**src/qte_pkg.sv**
```systemverilog
// Shared widths, constants, types and the CORDIC angle step function for the
// quaternion to Euler angle core. No dependencies.
package qte_pkg;

   localparam int CORDIC_STEPS = 16;
   localparam int STEP_W       = (CORDIC_STEPS > 1) ? $clog2(CORDIC_STEPS) : 1;
   localparam int SQRT_STEPS   = 32;

   localparam int QW  = 16;   // quaternion component
   localparam int PW  = 32;   // 16x16 product
   localparam int SW  = 35;   // sums of products
   localparam int NW  = 33;   // squared norm
   localparam int RW  = 32;   // square root and asin operands
   localparam int VW  = 64;   // square root radicand
   localparam int RMW = 36;   // square root remainder
   localparam int CW  = 58;   // CORDIC x / y
   localparam int ZW  = 35;   // CORDIC angle, 2^-30 rad
   localparam int MW  = 32;   // clamped angle magnitude
   localparam int DW  = 31;   // degree multiplier
   localparam int XW  = MW + DW;

   localparam int PRESCALE_SH = 20;
   localparam int RAD_SH      = 17;
   localparam int DEG_SH      = 48;

   localparam logic signed [ZW-1:0] ANG_PI      = 35'sd3373259426;
   localparam logic signed [ZW-1:0] ANG_HALF_PI = 35'sd1686629713;
   localparam logic [DW-1:0]        DEG_MULT    = 31'd1922527338;

   typedef logic signed [CW-1:0] cvec_type;
   typedef logic signed [ZW-1:0] zang_type;
   typedef logic signed [SW-1:0] sum_type;

   typedef struct packed {
      cvec_type x;
      cvec_type y;
      zang_type z;
      logic     zero;
   } cord_type;

   typedef struct packed {
      logic sat;
      logic neg;
      logic zero;
   } pflag_type;

   typedef struct packed {
      cord_type yaw;
      cord_type pitch;
      cord_type roll;
   } trio_type;

   // travels alongside the square root
   typedef struct packed {
      cord_type      yaw;
      cord_type      roll;
      logic [RW-1:0] pa;
      pflag_type     pf;
   } side_type;

   localparam zang_type ATAN_TAB [12] = '{
      35'sd843314857, 35'sd497837829, 35'sd263043837, 35'sd133525159,
      35'sd67021687,  35'sd33543516,  35'sd16775851,  35'sd8388437,
      35'sd4194283,   35'sd2097149,   35'sd1048576,   35'sd524288
   };

   function automatic zang_type atan_step(input logic [STEP_W-1:0] i);
      int idx;
      zang_type r;
      idx = int'(i);
      if (idx < 12) begin
         r = ATAN_TAB[idx];
      end else if (idx <= 30) begin
         r = zang_type'(1) <<< (30 - idx);
      end else begin
         r = '0;
      end
      return r;
   endfunction

endpackage

```
**src/qte_sqrt_cell.sv**
```systemverilog
// One digit of the pipelined integer square root: two radicand bits in,
// one root bit out. Depends on qte_pkg.
module qte_sqrt_cell import qte_pkg::*; (
   input  logic           clock,
   input  logic           reset,
   input  logic           en,
   input  logic           vld_in,
   input  logic [VW-1:0]  rad_in,
   input  logic [RMW-1:0] rem_in,
   input  logic [RW-1:0]  root_in,
   input  side_type       side_in,
   output logic           vld_out,
   output logic [VW-1:0]  rad_out,
   output logic [RMW-1:0] rem_out,
   output logic [RW-1:0]  root_out,
   output side_type       side_out
);

   logic           vld_ff;
   logic [VW-1:0]  rad_ff, rad_in_n;
   logic [RMW-1:0] rem_ff, rem_in_n;
   logic [RW-1:0]  root_ff, root_in_n;
   side_type       side_ff;
   logic [RMW-1:0] rem_sh, trial;

   always_comb begin
      rem_sh   = {rem_in[RMW-3:0], rad_in[VW-1 -: 2]};
      trial    = {{(RMW-RW-2){1'b0}}, root_in, 2'b01};
      rad_in_n = rad_in << 2;
      if (rem_sh >= trial) begin
         rem_in_n  = rem_sh - trial;
         root_in_n = {root_in[RW-2:0], 1'b1};
      end else begin
         rem_in_n  = rem_sh;
         root_in_n = {root_in[RW-2:0], 1'b0};
      end
   end

   always_ff @(posedge clock) begin
      if (reset) begin
         vld_ff <= 1'b0;
      end else if (en) begin
         vld_ff <= vld_in;
      end
   end

   always_ff @(posedge clock) begin
      if (en) begin
         rad_ff  <= rad_in_n;
         rem_ff  <= rem_in_n;
         root_ff <= root_in_n;
         side_ff <= side_in;
      end
   end

   assign vld_out  = vld_ff;
   assign rad_out  = rad_ff;
   assign rem_out  = rem_ff;
   assign root_out = root_ff;
   assign side_out = side_ff;

endmodule

```
**config.mk**
```make
export PLATFORM = sky130hd
export DESIGN_NAME = qte_sqrt_cell
export DESIGN_NICKNAME = d
export VERILOG_FILES = /design/src/qte_pkg.sv /design/src/qte_sqrt_cell.sv
export SDC_FILE = /design/constraint.sdc
export NUM_CORES = 1
export LEC_CHECK = 0
export BUFFER_PORTS_ARGS = -buffer_cell sky130_fd_sc_hd__buf_2
export CORE_AREA = 2 2 364 366
export DETAILED_ROUTE_END_ITERATION = 6
export DIE_AREA = 0 0 366 368
export MAX_ROUTING_LAYER = met4
export REMOVE_ABC_BUFFERS = 1
export SLEW_MARGIN = 40
export SYNTH_ARGS = -nofsm -noshare
export SYNTH_HDL_FRONTEND = slang
export SYNTH_SLANG_ARGS = --single-unit
```
**constraint.sdc**
```tcl
create_clock -name clock -period 7.1 [get_ports clock]
set_input_delay 2.13 -clock clock [delete_from_list [all_inputs] [get_ports clock]]
set_output_delay 2.13 -clock clock [all_outputs]
set_load 0.01 [all_outputs]
```
# ---- Word-level counts from Yosys, hierarchy flattened
# Index checks and enable logic that the tools add are counted.
dict set report word_totals {
  inputBits 475
  register_bits 470
}
dict set report op_classes {
  n_lt_le_gt_ge 1
  muxes 2
  n_addsub 1
}
# operator n
set op_table {}
lappend op_table {{36-bit by 34-bit greater-or-equal comparator with 1-bit output} 1}
lappend op_table {{36-bit two-way mux} 1}
lappend op_table {{36-bit by 34-bit subtractor with 36-bit output} 1}
lappend op_table {{1-bit two-way mux} 1}

# ---- Longest topological paths before layout
# Gate-level depths: netlist of the first run.
dict set report depth {
  word_depth 2
  depth_mapped 13
  depth_no_buf 10
}

# ---- Least setup slack after synthesis of the first run
# Ideal clock, no wire load.
dict set report synth_timing {
  kind {in2reg}
  start {in root_in[0]}
  end {reg rem_ff[35] (netlist: rem_out[35]), data pin}
  arrival_time_ns 4.115
  t_required_ns 6.840
  cell_stages 11
  path_buffers 1
  slack_ns 2.725
  path_cell_list {inv_1 ha_1 nor2b_1 o311a_1 o211a_1 o2111ai_1 nand4_1 nand2_1 buf_4 nor2_1 mux2_2}
}
dict set report synth_between {
  elab_chain_len 2
}
# item line_no
set synth_rtl {}
lappend synth_rtl {{start, declared} qte_sqrt_cell.sv:10} ;# input logic [RW-1:0] root_in,
lappend synth_rtl {{36-bit by 34-bit subtractor with 36-bit output or 36-bit by 34-bit greater-or-equal comparator with 1-bit output (tied branches)} {qte_sqrt_cell.sv:31, qte_sqrt_cell.sv:30}}
lappend synth_rtl {{36-bit two-way mux (*)} qte_sqrt_cell.sv:30} ;# if (rem_sh >= trial) begin
lappend synth_rtl {{net rem_in_n[35]} qte_sqrt_cell.sv:21} ;# logic [RMW-1:0] rem_ff, rem_in_n;
lappend synth_rtl {{end signal, assigned} qte_sqrt_cell.sv:50} ;# rem_ff <= rem_in_n;
lappend synth_rtl {{end, declared} qte_sqrt_cell.sv:21}
# The timed path passes the listed nets; every way through them passes the cells marked *.
# A chain may end at the register's enable or synchronous reset.

# ---- Final worst setup path of the first run
dict set report layout_timing {
  start {in root_in[19]}
  end {reg rem_ff[13] (netlist: rem_out[13]), data pin}
}
dict set report layout_between {
  elab_chain_len 2
}
# item line_no
set layout_rtl {}
lappend layout_rtl {{36-bit by 34-bit greater-or-equal comparator with 1-bit output} qte_sqrt_cell.sv:30}
lappend layout_rtl {{36-bit two-way mux} qte_sqrt_cell.sv:30}
lappend layout_rtl {{net rem_in_n[13]} qte_sqrt_cell.sv:21}
# The timed path passes the listed nets, and every way through them passes these cells.

==> flow_summary_export.csv, run 1 <==
group,metric,value,unit
global_route,antenna_found_initial,107,
clocking,cts.reportedPaths.clkPinSlew,50,ps
timing,max_freq,206,MHz
hold_path,holdCritPathClass,"flop to flop",
critical_path,cp.arrival,5230,ps
final_layout,fin_cells,3707,
floorplanning,io_pins,947,
critical_path,crit_chain,"buf_2, inv_1, ha_1, nand4_1, nor4_1, o21ai_0, nand4_1, nand2_4, buf_4, nand2_1, o21ai_0",
drt,ant_nets,0,
yosys,synth_top_cell_by_area,"edfxtp_1",
critical_path,slowest_stage,"nor4_1",
floorplanning,die_h,368,um
yosys,syn_inst,874,
drt,drt_first_pass_iters,4,
timing,tns,0,ps
global_route,grt_max_degree,114,
drt,wirelength,90600,um
global_route,grt_pass1_wl,114000,um
timing,slew_headroom,0.483,
clocking,post_cts.repair.setup_buffers,0,
yosys,synth-edff-count,469,
global_route,grt_use_total,0.133,
final_layout,multi_input_area,2250,um2
drt,wire_per_inst,24.4,um
placement,portBuffers,942,
timing,drv_slew,0,
timing,fin_crit_sh,0.685,
critical_path,cp-start-kind,"input port",
yosys,yosysWarnings,0,
clocking,htreeDepth,2,
yosys,synth_flop_cell,"edfxtp_1",
placement,place_congestion,0.838,
yosys,ys_ff_latch,470,
drt,drc_errors,0,
final_layout,register_area,14100,um2
clocking,cts_made_buffers,58,
critical_path,path_max_fanout,41,
final_layout,fillers,14300,
floorplanning,die-area,135000,um2
floorplanning,die_w,366,um
yosys,syn_area,16600,um2
critical_path,crit_type,"input port to flop",
run_status,status,"finished clean",
yosys,synth_seq_area_share,0.848,
critical_path,r2r_cells,2,
clocking,clock_tree.root_cell,"clkbuf_16",
timing,worst_pin_slew,775,ps
yosys,synthTopCellsByCount,"469 x edfxtp_1, 57 x nand2_1, 45 x o21ai_0",
final_layout,nets,2369,
floorplanning,core_area,131000,um2
hold_path,hold-path-cell-count,2,
critical_path,cp-end-kind,"flop",
critical_path,required,7470,ps
drt,route.vias.total,12300,
timing,finalCriticalPeriod,4860,ps
yosys,synthArstFlopShare,0,
timing,clock_skew,0,ps
yosys,syn_area_per_cell,19.0,um2
drt,viasPerCell,3.31,
clocking,cts-resized-gates,0,
clocking,cts_num_sinks,470,
pwr,power.leakage,10.4,nW
job,drv_cap,0,
yosys,yosysUniqueCellTypes,52,
global_route,grt_pass1_vias,12000,
drt,drt_iter0_markers,796,
floorplanning,num_rows,133,
final_layout,syn_to_final_growth,53.6,%
yosys,synth.most_common_cell,"edfxtp_1",
clocking,postCtsHoldBufs,0,
pwr,vdd_drop_max,179,uV
timing,setup_violations,0,
final_layout,drive_gt1_frac,0.551,
clocking,clk_path_buf_depth,3,
critical_path,slowest_delay,680,ps
placement,place_inst,3555,
global_route,grt.overflow.total,0,
timing,grt_setup_unrepaired,"false",
yosys,yosys.area.top_type_share,0.847,
floorplanning,initial_core_util,0.127,
placement,hpwl,76500,um
clocking,insertion_delay,650,ps
timing,hold_violations,0,
clocking,cts_tree,"yes",
pwr,power_density,287,nW/um2
yosys,ys_top_cells_by_area,"edfxtp_1 85%, ha_1 2.6%, o21ai_0 1.4%",
[cells by family (layout without fill, tap and decap cells)]
| family | after synthesis | after routing | share of synthesized area |
|---|---|---|---|
| mux | 2 | 2 | 0.00128 |
| other cells | 1 | 47 | 0.000226 |
| flops | 470 | 470 | 0.848 |
| compound gates | 143 | 143 | 0.0543 |
| xor+xnor | 33 | 33 | 0.0174 |
| fa+ha+maj | 34 | 34 | 0.0256 |
| simple gates | 126 | 126 | 0.0360 |
| buf+inv | 65 | 1097 | 0.0169 |
[metrics by stage]
| step | util | hold slack (ps) | instance area, um2 | power (mW) | setup WS [ps] |
|---|---|---|---|---|---|
| after global placement | 0.180 | 470 | 23500 | 4.41 | 1450 |
| after detailed placement | 0.180 | 487 | 23500 | 4.42 | 1410 |
| after global routing | 0.195 | 598 | 25500 | 7.64 | 2050 |
| after floorplan | - | 528 | 16500 | 3.77 | 1960 |
| after CTS | 0.194 | 504 | 25400 | 7.50 | 2140 |
| final | 0.195 | 496 | 25500 | 7.32 | 2240 |
[power by group]
| group | leakage [nW] | switching, mW | internal [mW] |
|---|---|---|---|
| registers | 4.60 | 0.0617 | 3.33 |
| logic | 4.87 | 0.603 | 0.339 |
| clock network | 0.900 | 1.30 | 1.68 |
[critical path, delay by kind of cell]
family | cells | cell delay (ps)
fa+ha+maj | 1 | 450
simple gates | 5 | 1660
buf+inv | 3 | 520
compound gates | 2 | 460
[final timing paths]
| check | from | endpoint | slack [ps] |
|---|---|---|---|
| min | vld_out | vld_out | 500 |
| max reg2reg | vld_out | vld_out | 6520 |
| max | root_in[19] | rem_out[13] | 2240 |
| min reg2reg | vld_out | vld_out | 500 |
[cell usage in the layout (no fill, tap or decap), drive strengths merged, types with 2 or more instances in the layout]
cell and n:
a2111oi 2, a211o 3, a211oi 3, a21o 8, a21oi 33, a221oi 2
a22oi 2, a31oi 5, and2 4, and3 5, buf 950, bufinv 4
clkbuf 69, clkinv 23, clkinvlp 6, conb 2, diode 45, edfxtp 469
ha 34, inv 45, nand2 57, nand2b 5, nand3 9, nand4 14
nor2 15, nor2b 3, nor3 6, nor4 4, o2111ai 2, o211ai 3
o21a 4, o21ai 59, o21bai 8, o31ai 3, or2 2, xnor2 19
xor2 14
[sequential cells by signal, summed over array words and instances (netlist names)]
register and flops:
root_out 32, vld_out 1, rem_out 36, rad_out 62
side_out 339
[per-layer routing]
layer | up-vias | wire (um) | GRT usage
met4 | 0 | 2500 | 0.0347
met1 | 5994 | 32200 | 0.141
met3 | 124 | 12600 | 0.0733
li1 | 5428 | - | -
met5 | - | 0 | -
met2 | 736 | 43200 | 0.214
[cell type report]
class | count | area share
well taps | 1755 | 0.0860
inverters | 40 | 0.00588
multi-input cells | 340 | 0.0881
flip-flops and latches | 470 | 0.552
clock inverters | 38 | 0.0148
repair buffers | 950 | 0.189
clock buffers | 69 | 0.0593
diodes | 45 | 0.00441
Power figures use the tool's default switching activity.
==> run 2: changes to the inputs <==
- ABC_AREA: not set -> 1
- CORE_AREA: 2 2 364 366 -> 2 2 369 371
- DIE_AREA: 0 0 366 368 -> 0 0 371 373
- clock period: 7.1 -> 4.2 ns (I/O delays scaled with it)
==> run 2 against run 1 <==
Effect of this change: sequential power is 69% higher; total power is 67% higher; worst setup slack worse by 1200 ps; global-route usage is 0.18 points higher; largest power group unchanged; highest routed layer unchanged.
==> flow_summary_export.csv, run 2 <==
group,metric,value,unit
floorplanning,die-area,138000,um2
run_status,status,"finished clean",
timing,finalCriticalPeriod,3150,ps
clocking,cts_tree,"yes",
final_layout,fillers,14800,
critical_path,endpoint,"rem_out[28]",
drt,drt_first_pass_iters,5,
drt,viasPerCell,3.36,
yosys,synthArstFlopShare,0,
clocking,htreeDepth,2,
clocking,cts_num_sinks,470,
drt,drt_iter0_markers,1003,
placement,place_congestion,0.887,
clocking,clk_path_buf_depth,3,
timing,fin_crit_sh,0.751,
yosys,synthTopCellsByCount,"469 x edfxtp_1, 323 x nand2_1, 128 x inv_1",
clocking,cts_made_buffers,55,
clocking,clock_tree.root_cell,"clkbuf_16",
pwr,switchingPower,3.31,mW
yosys,synth_top_cell_by_area,"edfxtp_1",
timing,tns,0,ps
yosys,syn_area_per_cell,14.9,um2
floorplanning,core_area,135000,um2
final_layout,final_cell_mix,"941 x buf_2, 469 x edfxtp_1, 323 x nand2_1",
critical_path,r2r-end,"vld_out",
pwr,sw_frac_of_total,0.270,
yosys,synth_seq_area_share,0.813,
timing,hold_violations,0,
critical_path,required,4600,ps
timing,slew_headroom,0.613,
yosys,ys_top_cells_by_area,"edfxtp_1 81%, nand2_1 7.0%, inv_1 2.8%",
global_route,grt_max_degree,55,
floorplanning,initial_core_util,0.129,
drt,route.vias.total,13600,
timing,max_freq,317,MHz
yosys,yosysWarnings,0,
clocking,cts-resized-gates,0,
final_layout,largest_reg_flops,339,
drt,ant_nets,0,
critical_path,cp-end-kind,"flop",
final_layout,drive_gt1_frac,0.478,
yosys,syn_inst,1162,
global_route,grt_pass1_wl,120000,um
timing,worst_pin_slew,578,ps
yosys,synth_flop_cell,"edfxtp_1",
yosys,synth.most_common_cell,"edfxtp_1",
final_layout,final_common_cell,"buf_2",
placement,hpwl,82500,um
critical_path,r2r_cells,2,
pwr,p_seq_frac,0.469,
floorplanning,io_pins,947,
drt,wirelength,95100,um
job,drv_cap,0,
timing,setup_violations,0,
pwr,comb_power_share,0.138,
critical_path,reg2reg_from,"vld_out",
global_route,grt_use_total,0.135,
yosys,yosysUniqueCellTypes,29,
timing,drv_slew,0,
timing,worst_slack,1050,ps
critical_path,rrSetupSlack,3580,ps
yosys,synth-edff-count,469,
floorplanning,die_w,371,um
hold_path,holdCritPathClass,"flop to flop",
clocking,cts.reportedPaths.clkPinSlew,60,ps
pwr,power.leakage,11.5,nW
pwr,clkPwrFrac,0.393,
final_layout,syn_to_final_growth,52.5,%
clocking,insertion_delay,640,ps
drt,drc_errors,0,
drt,wire_per_inst,23.5,um
pwr,power_density,462,nW/um2
critical_path,path_max_fanout,35,
critical_path,setup.worst_path.start,"root_in[9]",
critical_path,cp-start-kind,"input port",
timing,clock_skew,0,ps
critical_path,cp.arrival,3550,ps
critical_path,crit_type,"input port to flop",
timing,grt_setup_unrepaired,"false",
floorplanning,die_h,373,um
global_route,grt_pass1_vias,13300,
global_route,antenna_found_initial,98,
yosys,ys_ff_latch,470,
pwr,intPower,8.93,mW
pwr,vdd_drop_max,310,uV
floorplanning,num_rows,135,
placement,portBuffers,942,
global_route,grt.overflow.total,0,
yosys,syn_area,17400,um2
clocking,post_cts.repair.setup_buffers,0,
yosys,yosys.area.top_type_share,0.812,
placement,pre_cts_ws,426,ps
clocking,postCtsHoldBufs,0,
final_layout,nets,2694,
run 2: kinds of logic (layout without fill, tap and decap cells):
kind of cell | count (synthesis) | after routing | share of synthesized area
multiplexers | 1 | 1 | 0.000577
XOR/XNOR | 18 | 18 | 0.00908
other | 1 | 46 | 0.000216
AO/OA/AOI/OAI | 41 | 41 | 0.0131
buffers and inverters | 137 | 1198 | 0.0322
AND/OR/NAND/NOR | 460 | 460 | 0.108
adder cells (fa/ha/maj) | 34 | 34 | 0.0245
flip-flops | 470 | 470 | 0.813
run 2: final cells by class:
class / count / area (um2) / share of cell area
Sequential cell: 470 / 14100 / 0.533
Timing Repair Buffer: 973 / 5060 / 0.191
Multi-Input combinational cell: 556 / 2700 / 0.102
Tap cell: 1781 / 2230 / 0.0842
Clock buffer: 62 / 1400 / 0.0530
Inverter: 129 / 487 / 0.0184
Clock inverter: 34 / 380 / 0.0144
Antenna cell: 44 / 110 / 0.00416
run 2: metrics by stage:
stage	instance area (um2)	instances	hold slack [ps]	power, mW	utilization
floorplan	17300	1155	528	6.39	-
global placement	24500	3907	474	7.55	0.182
detailed placement	24600	3909	527	7.57	0.183
CTS	26400	4005	545	12.5	0.196
global route	26400	4040	604	12.8	0.196
finish	26500	4049	533	12.2	0.197
run 2: critical path: stages:
cell     delay [ps]
buf_2           230
inv_1            80
ha_1            350
nand2_1         160
nor2_2          220
inv_1            80
nor3_1          310
nand3_1         110
nand2_1          80
nor2_1           60
nand2_4         220
inv_4            50
buf_12          180
nand2_1          70
nand2_1          60
run 2: how the worst min path moves through the flow:
stage	startpoint	endpoint	slack [ps]	cells past startpoint
final	vld_out	vld_out	530	2
after global routing	vld_out	vld_out	600	2
after CTS	vld_out	vld_out	550	2
after detailed placement	vld_out	vld_out	530	2
after global placement	vld_out	vld_out	470	2
after floorplan	vld_out	vld_out	530	2
run 2: per-layer routing:
layer  global-route usage  part of all wire  vias to the layer above  wire, um
met5                    -                 0                        -         0
li1                     -                 -                     6129         -
met4               0.0342             0.026                        0      2470
met3               0.0670              0.13                      135     12500
met1                0.147              0.37                     6483     35600
met2                0.216              0.47                      850     44400
run 2: power by group through the flow:
stage / Clock [mW] / Combinational (mW) / Sequential (mW)
floorplan: 0 / 0.348 / 6.04
global placement: 0 / 1.72 / 5.83
detailed placement: 0 / 1.73 / 5.83
CTS: 5.00 / 1.74 / 5.75
global route: 5.14 / 1.84 / 5.78
finish: 4.81 / 1.68 / 5.74
